$ cat config.mk
export PLATFORM = sky130hd
export DESIGN_NAME = rc4_keystream_xor_flat
export DESIGN_NICKNAME = d
export VERILOG_FILES = /design/src/rtl/core/rc4_pkg.sv /design/src/rtl/core/rc4_in_if.sv /design/src/rtl/core/rc4_out_if.sv /design/src/rtl/core/rc4_ram.sv /design/src/rtl/core/rc4_keystream_xor.sv /design/src/flat_wrapper.sv
export SDC_FILE = /design/constraint.sdc
export NUM_CORES = 2
export LEC_CHECK = 0
export ABC_CLOCK_PERIOD_IN_PS = 7700
export BUFFER_PORTS_ARGS = -buffer_cell sky130_fd_sc_hd__buf_2
export CORE_MARGIN = 1.5
export CORE_UTILIZATION = 48
export DETAILED_ROUTE_END_ITERATION = 12
export GPL_TIMING_DRIVEN = 0
export SYNTH_ARGS = -nofsm -noshare
export SYNTH_HDL_FRONTEND = slang
export SYNTH_HIERARCHICAL = 1
export SYNTH_SLANG_ARGS = --single-unit
$ cat constraint.sdc
create_clock -name clk_i -period 7.7 [get_ports clk_i]
set_input_delay 0.385 -clock clk_i [delete_from_list [all_inputs] [get_ports clk_i]]
set_output_delay 0.385 -clock clk_i [all_outputs]
set_load 0.1 [all_outputs]
$ cat src/rtl/core/rc4_pkg.sv
// Shared constants, types and the built-in key for the RC4 keystream block.
`default_nettype none

package rc4_pkg;

  // Permutation memory geometry.
  parameter int unsigned PERM_DEPTH = 256;
  parameter int unsigned PERM_WIDTH = 8;
  parameter int unsigned PermAddrW  = $clog2(PERM_DEPTH);

  // Key handling.
  parameter int unsigned MAX_KEY_BYTES     = 16;
  parameter int unsigned DEFAULT_KEY_BYTES = 48;
  parameter int unsigned KeyRegBytes       = 16;
  parameter int unsigned KeyLenW           = 5;
  parameter int unsigned KeyPosW           = $clog2(DEFAULT_KEY_BYTES);
  parameter int unsigned CfgIdxW           = 2;
  parameter int unsigned CfgDataW          = 64;

  // Built-in default key, used when the key length register is zero.
  parameter logic [7:0] ROM_KEY [DEFAULT_KEY_BYTES] = '{
    8'd10, 8'd14, 8'd32, 8'd72, 8'd11, 8'd43, 8'd12, 8'd35,
    8'd58, 8'd39, 8'd40, 8'd94, 8'd42, 8'd30, 8'd45, 8'd90,
    8'd27, 8'd15, 8'd76, 8'd68, 8'd22, 8'd4,  8'd87, 8'd35,
    8'd17, 8'd83, 8'd56, 8'd19, 8'd13, 8'd18, 8'd37, 8'd28,
    8'd48, 8'd18, 8'd80, 8'd79, 8'd57, 8'd16, 8'd66, 8'd31,
    8'd55, 8'd29, 8'd65, 8'd85, 8'd44, 8'd65, 8'd44, 8'd88
  };

  typedef enum logic [CfgIdxW-1:0] {
    CFG_KEY_LENGTH = 2'd0,
    CFG_KEY_LOW    = 2'd1,
    CFG_KEY_HIGH   = 2'd2
  } cfg_reg_e;

  typedef enum logic [3:0] {
    ST_IDLE,
    ST_FILL,
    ST_KSA_RD,
    ST_KSA_ACC,
    ST_KSA_WR_N,
    ST_KSA_WR_A,
    ST_PRGA_I,
    ST_PRGA_J,
    ST_PRGA_WR_I,
    ST_PRGA_RD_T,
    ST_PRGA_OUT
  } state_e;

endpackage

`default_nettype wire

$ cat src/rtl/core/rc4_in_if.sv
// Input channel: one data byte per item plus the message-start flag.
`default_nettype none

interface rc4_in_if;
  logic       valid;
  logic       ready;
  logic [7:0] data_byte;
  logic       first_of_message;

  modport source (output valid, output data_byte, output first_of_message, input ready);
  modport sink   (input valid, input data_byte, input first_of_message, output ready);
endinterface

`default_nettype wire

$ cat src/rtl/core/rc4_out_if.sv
// Output channel: one transformed byte per item.
`default_nettype none

interface rc4_out_if;
  logic       valid;
  logic       ready;
  logic [7:0] out_byte;

  modport source (output valid, output out_byte, input ready);
  modport sink   (input valid, input out_byte, output ready);
endinterface

`default_nettype wire

$ cat src/rtl/core/rc4_ram.sv
// Generic single-port synchronous RAM with a registered read port.
`default_nettype none

module rc4_ram #(
  parameter int unsigned Width = 8,
  parameter int unsigned Depth = 256,
  localparam int unsigned AddrW = (Depth > 1) ? $clog2(Depth) : 1
) (
  input  wire logic             clk_i,
  input  wire logic             we_i,
  input  wire logic             re_i,
  input  wire logic [AddrW-1:0] addr_i,
  input  wire logic [Width-1:0] wdata_i,
  output logic      [Width-1:0] rdata_o
);

  logic [Width-1:0] mem_q [Depth];
  logic [Width-1:0] rdata_q;

  // Read data holds its value on cycles without a read.
  always_ff @(posedge clk_i) begin
    if (we_i) begin
      mem_q[addr_i] <= wdata_i;
    end
    if (re_i) begin
      rdata_q <= mem_q[addr_i];
    end
  end

  assign rdata_o = rdata_q;

endmodule

`default_nettype wire

$ cat src/rtl/core/rc4_keystream_xor.sv
// Top level of the RC4 keystream block: sequencer, key registers and output register.
`default_nettype none

// RC4 stream cipher, one byte per item: each item's byte leaves XORed with the next
// keystream byte. The permutation lives in a single-port 256x8 RAM, so its accesses
// are issued one at a time. An item without restart makes three reads and two writes
// to that RAM: in its acceptance cycle, then in ST_PRGA_J, ST_PRGA_WR_I, ST_PRGA_RD_T
// and ST_PRGA_OUT. Its result is loaded at the end of ST_PRGA_OUT, and the next item is
// accepted in the cycle after the result is loaded, so no item is taken while one is in
// progress. While an earlier result still waits in the output register, the last step
// waits with it. An item flagged as the first of a message, and the first item after
// reset, first writes the identity permutation, runs the key schedule (two reads and
// two writes per entry, sampling the key registers) and issues the first keystream read.
// A key length of 0 selects the built-in 48-byte key; lengths above 16 act as 16.
module rc4_keystream_xor (
  input  wire logic                         clk_i,
  input  wire logic                         rst_ni,
  input  wire logic                         cfg_we_i,
  input  wire logic [rc4_pkg::CfgIdxW-1:0]  cfg_idx_i,
  input  wire logic [rc4_pkg::CfgDataW-1:0] cfg_wdata_i,
  rc4_in_if.sink                            in_if,
  rc4_out_if.source                         out_if
);
  import rc4_pkg::*;

  state_e state_q, state_d;

  logic [KeyLenW-1:0]    key_length_q;
  logic [CfgDataW-1:0]   key_low_q;
  logic [CfgDataW-1:0]   key_high_q;
  logic [KeyRegBytes-1:0][7:0] key_bytes;

  logic [PermAddrW-1:0]  i_q, i_d;
  logic [PermAddrW-1:0]  j_q, j_d;
  logic [PermAddrW-1:0]  n_q, n_d;
  logic [PermAddrW-1:0]  acc_q, acc_d;
  logic [KeyPosW-1:0]    kpos_q, kpos_d;
  logic                  keyed_q, keyed_d;
  logic                  out_valid_q, out_valid_d;

  logic [7:0]            data_q, data_d;
  logic [PERM_WIDTH-1:0] si_q, si_d;
  logic [PERM_WIDTH-1:0] sj_q, sj_d;
  logic                  fwd_q, fwd_d;
  logic [7:0]            out_byte_q, out_byte_d;

  logic                  ram_we, ram_re;
  logic [PermAddrW-1:0]  ram_addr;
  logic [PERM_WIDTH-1:0] ram_wdata, ram_rdata;

  logic                  rom_sel;
  logic [KeyPosW-1:0]    key_lim, kpos_last;
  logic [7:0]            key_byte;
  logic [PermAddrW-1:0]  acc_sum, j_sum, t_idx;
  logic                  slot_free;

  // Configuration registers.
  always_ff @(posedge clk_i or negedge rst_ni) begin
    if (!rst_ni) begin
      key_length_q <= '0;
      key_low_q    <= '0;
      key_high_q   <= '0;
    end else if (cfg_we_i) begin
      case (cfg_reg_e'(cfg_idx_i))
        CFG_KEY_LENGTH: key_length_q <= cfg_wdata_i[KeyLenW-1:0];
        CFG_KEY_LOW:    key_low_q    <= cfg_wdata_i;
        CFG_KEY_HIGH:   key_high_q   <= cfg_wdata_i;
        default: ;
      endcase
    end
  end

  // Key byte for the current schedule position; the position wraps at the key length.
  assign key_bytes = {key_high_q, key_low_q};
  assign rom_sel   = (key_length_q == '0);
  always_comb begin
    if (rom_sel) begin
      key_lim = KeyPosW'(DEFAULT_KEY_BYTES);
    end else if (key_length_q > KeyLenW'(MAX_KEY_BYTES)) begin
      key_lim = KeyPosW'(MAX_KEY_BYTES);
    end else begin
      key_lim = KeyPosW'(key_length_q);
    end
  end
  assign kpos_last = key_lim - KeyPosW'(1);
  assign key_byte  = rom_sel ? ROM_KEY[kpos_q] : key_bytes[kpos_q[3:0]];

  assign acc_sum   = acc_q + ram_rdata + key_byte;
  assign j_sum     = j_q + ram_rdata;
  assign t_idx     = si_q + sj_q;
  assign slot_free = !out_valid_q || out_if.ready;

  rc4_ram #(
    .Width (PERM_WIDTH),
    .Depth (PERM_DEPTH)
  ) u_perm_ram (
    .clk_i   (clk_i),
    .we_i    (ram_we),
    .re_i    (ram_re),
    .addr_i  (ram_addr),
    .wdata_i (ram_wdata),
    .rdata_o (ram_rdata)
  );

  always_ff @(posedge clk_i or negedge rst_ni) begin
    if (!rst_ni) begin
      state_q     <= ST_IDLE;
      i_q         <= '0;
      j_q         <= '0;
      n_q         <= '0;
      acc_q       <= '0;
      kpos_q      <= '0;
      keyed_q     <= 1'b0;
      out_valid_q <= 1'b0;
    end else begin
      state_q     <= state_d;
      i_q         <= i_d;
      j_q         <= j_d;
      n_q         <= n_d;
      acc_q       <= acc_d;
      kpos_q      <= kpos_d;
      keyed_q     <= keyed_d;
      out_valid_q <= out_valid_d;
    end
  end

  always_ff @(posedge clk_i) begin
    data_q     <= data_d;
    si_q       <= si_d;
    sj_q       <= sj_d;
    fwd_q      <= fwd_d;
    out_byte_q <= out_byte_d;
  end

  always_comb begin
    state_d     = state_q;
    i_d         = i_q;
    j_d         = j_q;
    n_d         = n_q;
    acc_d       = acc_q;
    kpos_d      = kpos_q;
    keyed_d     = keyed_q;
    out_valid_d = out_valid_q && !out_if.ready;
    data_d      = data_q;
    si_d        = si_q;
    sj_d        = sj_q;
    fwd_d       = fwd_q;
    out_byte_d  = out_byte_q;
    ram_we      = 1'b0;
    ram_re      = 1'b0;
    ram_addr    = '0;
    ram_wdata   = '0;

    case (state_q)
      ST_IDLE: begin
        if (in_if.valid) begin
          data_d = in_if.data_byte;
          if (in_if.first_of_message || !keyed_q) begin
            n_d     = '0;
            state_d = ST_FILL;
          end else begin
            ram_re   = 1'b1;
            ram_addr = i_q + PermAddrW'(1);
            i_d      = i_q + PermAddrW'(1);
            state_d  = ST_PRGA_J;
          end
        end
      end
      ST_FILL: begin
        ram_we    = 1'b1;
        ram_addr  = n_q;
        ram_wdata = n_q;
        n_d       = n_q + PermAddrW'(1);
        if (n_q == '1) begin
          acc_d   = '0;
          kpos_d  = '0;
          state_d = ST_KSA_RD;
        end
      end
      ST_KSA_RD: begin
        ram_re   = 1'b1;
        ram_addr = n_q;
        state_d  = ST_KSA_ACC;
      end
      ST_KSA_ACC: begin
        ram_re   = 1'b1;
        ram_addr = acc_sum;
        acc_d    = acc_sum;
        si_d     = ram_rdata;
        state_d  = ST_KSA_WR_N;
      end
      ST_KSA_WR_N: begin
        ram_we    = 1'b1;
        ram_addr  = n_q;
        ram_wdata = ram_rdata;
        state_d   = ST_KSA_WR_A;
      end
      ST_KSA_WR_A: begin
        ram_we    = 1'b1;
        ram_addr  = acc_q;
        ram_wdata = si_q;
        n_d       = n_q + PermAddrW'(1);
        kpos_d    = (kpos_q == kpos_last) ? '0 : kpos_q + KeyPosW'(1);
        if (n_q == '1) begin
          i_d     = '0;
          j_d     = '0;
          keyed_d = 1'b1;
          state_d = ST_PRGA_I;
        end else begin
          state_d = ST_KSA_RD;
        end
      end
      ST_PRGA_I: begin
        ram_re   = 1'b1;
        ram_addr = i_q + PermAddrW'(1);
        i_d      = i_q + PermAddrW'(1);
        state_d  = ST_PRGA_J;
      end
      ST_PRGA_J: begin
        ram_re   = 1'b1;
        ram_addr = j_sum;
        j_d      = j_sum;
        si_d     = ram_rdata;
        state_d  = ST_PRGA_WR_I;
      end
      ST_PRGA_WR_I: begin
        ram_we    = 1'b1;
        ram_addr  = i_q;
        ram_wdata = ram_rdata;
        sj_d      = ram_rdata;
        state_d   = ST_PRGA_RD_T;
      end
      ST_PRGA_RD_T: begin
        // The write of S[j] is still pending, so a hit on j takes the old S[i].
        ram_re   = 1'b1;
        ram_addr = t_idx;
        fwd_d    = (t_idx == j_q);
        state_d  = ST_PRGA_OUT;
      end
      ST_PRGA_OUT: begin
        ram_we    = 1'b1;
        ram_addr  = j_q;
        ram_wdata = si_q;
        if (slot_free) begin
          out_byte_d  = data_q ^ (fwd_q ? si_q : ram_rdata);
          out_valid_d = 1'b1;
          state_d     = ST_IDLE;
        end
      end
      default: begin
        state_d = ST_IDLE;
      end
    endcase
  end

  assign in_if.ready     = (state_q == ST_IDLE);
  assign out_if.valid    = out_valid_q;
  assign out_if.out_byte = out_byte_q;

  // A result is only loaded at the end of the keystream step.
  assert property (@(posedge clk_i) disable iff (!rst_ni)
    $rose(out_valid_q) |-> $past(state_q == ST_PRGA_OUT))
    else $error("result appeared outside the keystream step");

  // An item accepted before any key schedule must start a restart.
  assert property (@(posedge clk_i) disable iff (!rst_ni)
    (in_if.valid && in_if.ready && !keyed_q) |=> (state_q == ST_FILL))
    else $error("unkeyed item skipped the restart");

  // The keystream step only begins on a keyed table.
  assert property (@(posedge clk_i) disable iff (!rst_ni)
    (state_q == ST_PRGA_I || state_q == ST_PRGA_J) |-> keyed_q)
    else $error("keystream step on an unkeyed table");

  // The single RAM port never sees a read and a write in one cycle.
  assert property (@(posedge clk_i) disable iff (!rst_ni)
    !(ram_we && ram_re))
    else $error("read and write collide on the permutation RAM");

endmodule

`default_nettype wire
$ cat src/flat_wrapper.sv
// flat-port wrapper written by rule: the top's interface ports become plain ports
module rc4_keystream_xor_flat import rc4_pkg::*;
  (clk_i, rst_ni, cfg_we_i, cfg_idx_i, cfg_wdata_i, in_if_valid, in_if_data_byte, in_if_first_of_message, in_if_ready, out_if_valid, out_if_out_byte, out_if_ready);
  rc4_in_if in_if_i ();
  rc4_out_if out_if_i ();
  input  wire logic clk_i;
  input  wire logic rst_ni;
  input  wire logic cfg_we_i;
  input  wire logic [rc4_pkg::CfgIdxW-1:0] cfg_idx_i;
  input  wire logic [rc4_pkg::CfgDataW-1:0] cfg_wdata_i;
  input wire logic [$bits(in_if_i.valid)-1:0] in_if_valid;
  input wire logic [$bits(in_if_i.data_byte)-1:0] in_if_data_byte;
  input wire logic [$bits(in_if_i.first_of_message)-1:0] in_if_first_of_message;
  output wire logic [$bits(in_if_i.ready)-1:0] in_if_ready;
  output wire logic [$bits(out_if_i.valid)-1:0] out_if_valid;
  output wire logic [$bits(out_if_i.out_byte)-1:0] out_if_out_byte;
  input wire logic [$bits(out_if_i.ready)-1:0] out_if_ready;
  assign in_if_i.valid = in_if_valid;
  assign in_if_i.data_byte = in_if_data_byte;
  assign in_if_i.first_of_message = in_if_first_of_message;
  assign in_if_ready = in_if_i.ready;
  assign out_if_valid = out_if_i.valid;
  assign out_if_out_byte = out_if_i.out_byte;
  assign out_if_i.ready = out_if_ready;
  rc4_keystream_xor u_core (.clk_i(clk_i), .rst_ni(rst_ni), .cfg_we_i(cfg_we_i), .cfg_idx_i(cfg_idx_i), .cfg_wdata_i(cfg_wdata_i), .in_if(in_if_i), .out_if(out_if_i));
endmodule
# After elaboration in Yosys (flattened, before gate mapping)
# Memory sizes are Yosys's and may differ from the RTL's. A register that Yosys moved wholly into a read port is not among the register bits.
# Cells that the tools add are included.
# W data, S select, Z words.
dict set report op_classes {
  n_addsub 8
  order_cmp 3
  n_eq_ne 21
  mux 38
  bitwise 2
  n_reduce_logical 33
}
# op n
set op_table {}
lappend op_table {{$mux W8} 12}
lappend op_table {{$pmux W8 S9} 1}
lappend op_table {{$pmux W8 S2} 3}
lappend op_table {{$pmux W8 S3} 2}
lappend op_table {{$pmux W4 S11} 1}
lappend op_table {{$add A8 B8 Y8} 4}
lappend op_table {{$bmux W8 S4} 1}
lappend op_table {{$mux W6} 3}
lappend op_table {{$reduce_and A2 Y1} 9}
lappend op_table {{$add A8 B1 Y8 const B} 2}
lappend op_table {{$eq A4 B3 Y1 const B} 4}
lappend op_table {{$eq A4 B4 Y1 const B} 3}
lappend op_table {{$mux W4} 3}
lappend op_table {{$pmux W6 S2} 1}
lappend op_table {{$reduce_or A5 Y1} 2}
lappend op_table {{$eq A4 B2 Y1 const B} 2}
lappend op_table {{$eq A8 B8 Y1} 1}
lappend op_table {{$eq A8 B8 Y1 const B} 1}
lappend op_table {{$ne A2 B1 Y1 const B} 4}
lappend op_table {{$reduce_bool A2 Y1} 4}
lappend op_table {{$reduce_or A2 Y1} 4}
lappend op_table {{$xor A8 B8 Y8} 1}
lappend op_table {{$ge A7 B7 Y1 const B} 1}
lappend op_table {{$mux W1} 7}
lappend op_table {{23 further kinds} 29}
dict set report word_totals {
  reg_bits 210
  mem_bits_rw 2048
  romBits 512
  in_bits 80
  output_inout_bits 10
  word_cells 123
  memories 2
}
# memory depth width rd rd_clocked_by_memory_dff write_ports line
set memory_table {}
lappend memory_table {u_core.u_perm_ram.mem_q 256 8 1 1 1 rc4_ram.sv:17} ;# logic [Width-1:0] mem_q [Depth];
lappend memory_table {{(no name shown)} 64 8 1 0 0 rc4_keystream_xor.sv:86} ;# assign key_byte = rom_sel ? ROM_KEY[kpos_q] : key_bytes[kpos_q[3:0]];

# Longest topological paths before layout
dict set report logic_depth {
  ltp_word 7
  depth_mapped 29
  mapped_depth_nobuf 22
}

# Modules after synthesis
# The synthesis kept the hierarchy.
# mod n_inst cells_per_inst area_per_inst_um2 seq_area_each_um2
set by_module_without_submodules {}
lappend by_module_without_submodules {rc4_ram 1 3547 78572.9 61739.2}
lappend by_module_without_submodules {rc4_keystream_xor 1 987 11750.0 5420.2}

# Worst setup path before layout
# Ideal clock, no wire load.
dict set report synth_timing {
  kind {flip-flop to flip-flop}
  startpoint {register u_core.kpos_q[1]}
  endpoint {memory u_core.u_perm_ram.mem_q[112][0] (enable)}
  setup_time_ns 0.370
  arrival_ns 5.718
  required_time_ns 7.330
  path_slack_ns 1.612
  path_stages_with_launch 26
  n_path_buf 7
  period_less_slack_ns 6.088
  cell_sequence {dfrtp_1 > buf_6 > buf_6 > buf_2 > inv_1 > ha_1 > inv_1 > a21oi_1 > mux4_2 > o211ai_1 > o21ai_0 > fa_1 > inv_1 > fa_1 > nor2b_1 > nor3_1 > a221o_1 > a211oi_1 > nand3_1 > clkbuf_1 > nor2_1 > clkbuf_1 > clkbuf_1 > nand3_1 > clkbuf_1 > nor2_1}
}
dict set report synth_via {
  elab_chain_len 7
  elab_cells_between_ends 9
  cone_classes {1 x add/sub; 6 x mux; 1 x bitwise; 1 x memory}
}
# element line
set synth_lines {}
lappend synth_lines {{from (decl)} rc4_keystream_xor.sv:37} ;# logic [KeyPosW-1:0] kpos_q, kpos_d;
lappend synth_lines {{from (signal assigned)} rc4_keystream_xor.sv:121} ;# kpos_q <= kpos_d;
lappend synth_lines {{$not A6 Y7 (not written as such)} rc4_keystream_xor.sv:86}
lappend synth_lines {{$mem_v2 Z64 W8} n/a}
lappend synth_lines {{$mux W8 (not written as such) (2 in series)} rc4_keystream_xor.sv:86}
lappend synth_lines {{$mux W8 (*)} rc4_keystream_xor.sv:86}
lappend synth_lines {{$add A8 B8 Y8 (*)} rc4_keystream_xor.sv:88} ;# assign acc_sum = acc_q + ram_rdata + key_byte;
lappend synth_lines {{$pmux W8 S9 (*)} rc4_keystream_xor.sv:154} ;# case (state_q)
lappend synth_lines {{net u_core.ram_addr[3]} rc4_keystream_xor.sv:48} ;# logic [PermAddrW-1:0] ram_addr;
lappend synth_lines {{to (decl)} rc4_ram.sv:17}
# The timed path passes the listed nets; every way through them passes the cells marked *. The select of a mux whose other input is x is not followed.

# Final worst setup path
dict set report layout_timing {
  startpoint {register u_core.kpos_q[0]}
  endpoint {register u_core.u_perm_ram.rdata_q[3], in the netlist u_core/u_perm_ram/rdata_o[3], read port of u_core.u_perm_ram.mem_q (data pin)}
}
dict set report layout_via {
  elab_chain_len 7
  elab_cells_between_ends 9
  cone_classes {1 x add/sub; 6 x mux; 1 x bitwise; 1 x memory}
}
# element line
set layout_lines {}
lappend layout_lines {{$not A6 Y7 (not written as such)} rc4_keystream_xor.sv:86}
lappend layout_lines {{$mem_v2 Z64 W8} n/a}
lappend layout_lines {{$mux W8 (not written as such) (2 in series)} rc4_keystream_xor.sv:86}
lappend layout_lines {{$mux W8 (*)} rc4_keystream_xor.sv:86}
lappend layout_lines {{$add A8 B8 Y8 (*)} rc4_keystream_xor.sv:88}
lappend layout_lines {{$pmux W8 S9 (*)} rc4_keystream_xor.sv:154}
lappend layout_lines {{net u_core.ram_addr[1]} rc4_keystream_xor.sv:48}
lappend layout_lines {{to (decl)} rc4_ram.sv:18} ;# logic [Width-1:0] rdata_q;
# Marked as above.
# A chain may end at the register's enable or synchronous reset.

==> PnR_summary.wiki <==
{| class="wikitable"
! Metric !! Value
|-
| Worst relative slew slack || 6.77%
|-
| Crit-path max FO || 10
|-
| Detail-routed via count per cell || 6.27
|-
| Layout area overhead || 14.9%
|-
| Final-report max-slew violation count || 0
|-
| WS Path Type || reg -> reg
|-
| Cells taking the most area after synthesis || sky130_fd_sc_hd__edfxtp_1 69%, sky130_fd_sc_hd__mux4_2 13%, sky130_fd_sc_hd__dfrtp_1 4.9%, sky130_fd_sc_hd__a22oi_1 2.2%, sky130_fd_sc_hd__mux2_2 1.7%
|-
| Count of final setup violators || 0
|-
| Width of the die || 437 um
|-
| Detail Route Antenna Nets || 0
|-
| Std-Cell Core Area || about 190000 um2
|-
| Detailed Route WL || 247000 um
|-
| Antenna violations before repair || 7
|-
| Number of global-route vias before repair || 47304
|-
| Count of antenna diodes in the layout || 0
|-
| Initial Util || 48.2%
|-
| Aggregate global routing overflow || 0
|-
| Dominant combinational cell family by area after synthesis || multiplexers
|-
| Most numerous cell in the Yosys netlist || sky130_fd_sc_hd__edfxtp_1
|-
| Post-synthesis xor/xnor area fraction || less than 1%
|-
| Register area share after synthesis || 74.4%
|-
| Start point of the worst min-delay path || cfg_we_i
|-
| Max Clock Freq || 0.132 GHz
|-
| Outcome || finished clean
|-
| Cell area after technology mapping || 90300 um2
|-
| Share of final-layout standard cells stronger than drive strength 1 || 29.9%
|-
| Area share of the largest cell type after synthesis || 69.5%
|-
| Maximum clock skew at final layout || ~65 ps
|-
| Worst path top cell family by delay || buffers and inverters
|-
| Ratio of final minimum period to clock period || between 90% and 100%
|-
| Vertical extent of the die || 437 um
|-
| Met2 capacity usage during global routing || 41.1%
|-
| Cell type with the highest aggregate area in the netlist || sky130_fd_sc_hd__edfxtp_1
|-
| Post-detailed-route DRC marker count || 0
|-
| Synthesized-area fraction occupied by ao, oa, aoi and oai cells || 4.77%
|-
| Total of flip-flops plus latches after synthesis || 2266
|-
| CTS Buf Count || 223
|-
| Met1 Resource Use GR || 36.8%
|-
| Cell count after placement || approximately 7000
|-
| Most instantiated cells after synthesis || 2089 x sky130_fd_sc_hd__edfxtp_1, 540 x sky130_fd_sc_hd__mux4_2, 271 x sky130_fd_sc_hd__nor2_1, 264 x sky130_fd_sc_hd__a22oi_1
|-
| Final critical delay including setup and external delays || 7580 ps
|-
| Crit Reg-Reg Startpoint || u_core/kpos_q[0]
|-
| Crit path capture type || flip-flop
|-
| Proportion of synthesized flip-flops having asynchronous set or reset || 7.81%
|-
| Count of non-filler cells in the finished layout || 7634
|-
| Start point of the critical path || u_core/kpos_q[0]
|-
| Post-Syn Nets || 4656
|-
| Wire length of the first global-routing pass || 350000 um
|-
| Accumulated negative setup slack || 0 ps
|-
| Final #Nets || 5073
|-
| Multiplexer share of the synthesized area || 15.5%
|-
| Distinct cell type count of the synthesized netlist || 78
|-
| Via count || between 40000 and 50000
|-
| Detailed placer's ending HPWL || 161000 um
|-
| Final Hold Vio Count || 0
|-
| Actual slew at the worst max-slew pin || 1390 ps
|-
| Max H-tree Level || 4
|-
| Register-to-Register Setup Slack || between 100 and 150 ps
|-
| I/O Pins || 90
|-
| Pin count of the biggest net entering global routing || 161
|-
| Later-pin clock latency in the skew report || 870 ps
|-
| Met3 Resource Use GR || ~4.7%
|-
| Adder-cell share of the synthesized area || less than 1%
|-
| Max_cap viols || 0
|-
| Post-synth EDFFs || 2089
|-
| Drt wl/cell || 32.3 um
|-
| CP max stage cell || sky130_fd_sc_hd__o41ai_2
|-
| Cells after Synth || 4534
|-
| Root Buffer Master || sky130_fd_sc_hd__clkbuf_16
|-
| Top Usage Layer GRT || met2
|-
| Synth Flop Type || sky130_fd_sc_hd__edfxtp_1
|-
| Quantity of I/O buffers inserted on ports || 89
|-
| Global router's overall resource usage || 25.9%
|-
| WP data arrival || 8020 ps
|-
| Synthesized-area fraction occupied by and/or/nand/nor cells || under 10%
|-
| TritonCTS clock tree || yes
|-
| Critical path's largest stage delay || 590 ps
|-
| Setup repair after global routing missed its margin || true
|-
| CTS Buffer Depth || 3
|-
| Critical path launch point type || flip-flop
|-
| Syn Area/Cell || 19.9 um2
|-
| CP Data Required Time || 8140 ps
|-
| CTS sink cnt || ~2300
|-
| Ordered list of cells on the worst path || clkbuf_4 > buf_8 > clkinvlp_4 > ha_1 > mux2_2 > mux4_2 > o21ai_0 > nand2_1 > o21ai_0 > fa_1 > ha_1 > a22oi_1 > nand2_1 > a221oi_1 > nand3_1 > buf_2 > clkbuf_2 > buf_2 > mux4_2 > a22oi_1 > a21oi_1 > o41ai_2 > nand4_1
|-
| Type of the tightest min-delay check || in -> reg
|-
| Full die area || 191000 um2
|-
| DRC violation total after the first TritonRoute iteration || around 5600
|-
| Number of buffer and inverter stages on the critical path || 6
|-
| Yosys synthesis warning count || 6
|-
| Total iterations of the first detailed-routing run || 6
|-
| Clock slew seen by the registers of the worst setup and hold paths || 60 ps
|-
| Number of cell rows || approximately 160
|-
| Placer congestion estimate || 1.04
|}
[per-stage QoR]
| stage | util [%] | cell area (um2) | hold slack, ps | setup slack [ps] |
|---|---|---|---|---|
| after floorplan | - | 90300 | 89.4 | 1610 |
| after CTS | 55.2 | 103000 | 14.4 | -172 |
| after global placement | 50.1 | 93900 | 468 | -3370 |
| after detailed placement | 50.4 | 94400 | 390 | -2540 |
| final | 55.4 | 104000 | 72.2 | 121 |
| after global routing | 55.4 | 104000 | 46.5 | -54.4 |
[final timing paths]
path                                                 to  cells after the start
min                              u_core/key_length_q[4]                      4
max                        u_core/u_perm_ram/rdata_o[3]                     23
max reg2reg                u_core/u_perm_ram/rdata_o[3]                     23
min in group asynchronous          u_core/key_low_q[35]                      2
max in group asynchronous           u_core/key_low_q[9]                      3
min reg2reg                              u_core/keyed_q                      1
[cells in the final DEF (no fill, tap or decap), types with 19 or more instances in the layout]
| cell type | n |
|---|---|
| sky130_fd_sc_hd__a21oi_1 | 158 |
| sky130_fd_sc_hd__a22oi_1 | 248 |
| sky130_fd_sc_hd__buf_2 | 142 |
| sky130_fd_sc_hd__buf_4 | 33 |
| sky130_fd_sc_hd__buf_6 | 19 |
| sky130_fd_sc_hd__clkbuf_1 | 153 |
| sky130_fd_sc_hd__clkbuf_16 | 226 |
| sky130_fd_sc_hd__clkbuf_2 | 57 |
| sky130_fd_sc_hd__clkinv_1 | 49 |
| sky130_fd_sc_hd__clkinv_2 | 48 |
| sky130_fd_sc_hd__dfrtp_1 | 175 |
| sky130_fd_sc_hd__dlygate4sd3_1 | 78 |
| sky130_fd_sc_hd__edfxtp_1 | 2089 |
| sky130_fd_sc_hd__ha_1 | 32 |
| sky130_fd_sc_hd__mux2_2 | 134 |
| sky130_fd_sc_hd__mux2i_1 | 30 |
| sky130_fd_sc_hd__mux4_2 | 540 |
| sky130_fd_sc_hd__nand2_1 | 95 |
| sky130_fd_sc_hd__nand3_1 | 24 |
| sky130_fd_sc_hd__nor2_1 | 111 |
| sky130_fd_sc_hd__nor2_2 | 74 |
| sky130_fd_sc_hd__nor2_4 | 86 |
| sky130_fd_sc_hd__nor3_1 | 34 |
| sky130_fd_sc_hd__o21ai_0 | 37 |
| sky130_fd_sc_hd__xnor2_1 | 31 |
[logic make-up (layout without fill, tap and decap cells)]
| kind of cell | Yosys count | after routing |
|---|---|---|
| xor gates and xnor gates | 47 | 47 |
| and+or+nand+nor | 534 | 534 |
| adders and majority gates | 42 | 42 |
| DFF | 2266 | 2266 |
| AOI/OAI and AO/OA | 624 | 624 |
| muxes | 705 | 705 |
| buffers and inverters | 316 | 921 |
[cell type report]
cell class	instances	area (um2)
buffer	286	1640
clock buffer	283	5880
clock inverter	130	1170
fill	14282	83700
inverter	29	173
multi-input combinational	1952	22900
sequential	2266	67200
tap	2495	3120
timing repair buffer	193	1670
[worst min-delay path, stage by stage]
cell and delay (ps):
sky130_fd_sc_hd__buf_2 110, sky130_fd_sc_hd__nor3b_1 160, sky130_fd_sc_hd__nand2_1 120, sky130_fd_sc_hd__o21ai_0 100
[layer usage]
metal / up-vias / share of wire [%]
met5: - / 0.011
li1: 19675 / -
met3: 395 / 8.0
met4: 4 / 3.2
met2: 2181 / 48
met1: 25613 / 41
[flip-flops by register name, summed over array words and instances (netlist names)]
| name | cells |
|---|---|
| u_core/acc_q | 8 |
| u_core/data_q | 8 |
| u_core/fwd_q | 1 |
| u_core/i_q | 8 |
| u_core/j_q | 8 |
| u_core/key_high_q | 64 |
| u_core/key_length_q | 5 |
| u_core/key_low_q | 64 |
| u_core/keyed_q | 1 |
| u_core/kpos_q | 6 |
| u_core/n_q | 8 |
| u_core/out_if.out_byte | 8 |
| u_core/out_if.valid | 1 |
| u_core/si_q | 8 |
| u_core/sj_q | 8 |
| u_core/state_q | 4 |
| u_core/u_perm_ram/mem_q | 2048 |
| u_core/u_perm_ram/rdata_o | 8 |
[repair_timing]
item	in CTS	in global routing
hold buffers	78	0
buffers inserted	1	4
hold endpoints to repair	212	0
setup endpoints to repair	2024	1663
cloned	0	0
gates resized for setup	373	92
pin swaps	14	12
Power is not shown: default switching activity piles up to over one toggle a cycle in this logic, so the estimate is an artifact.
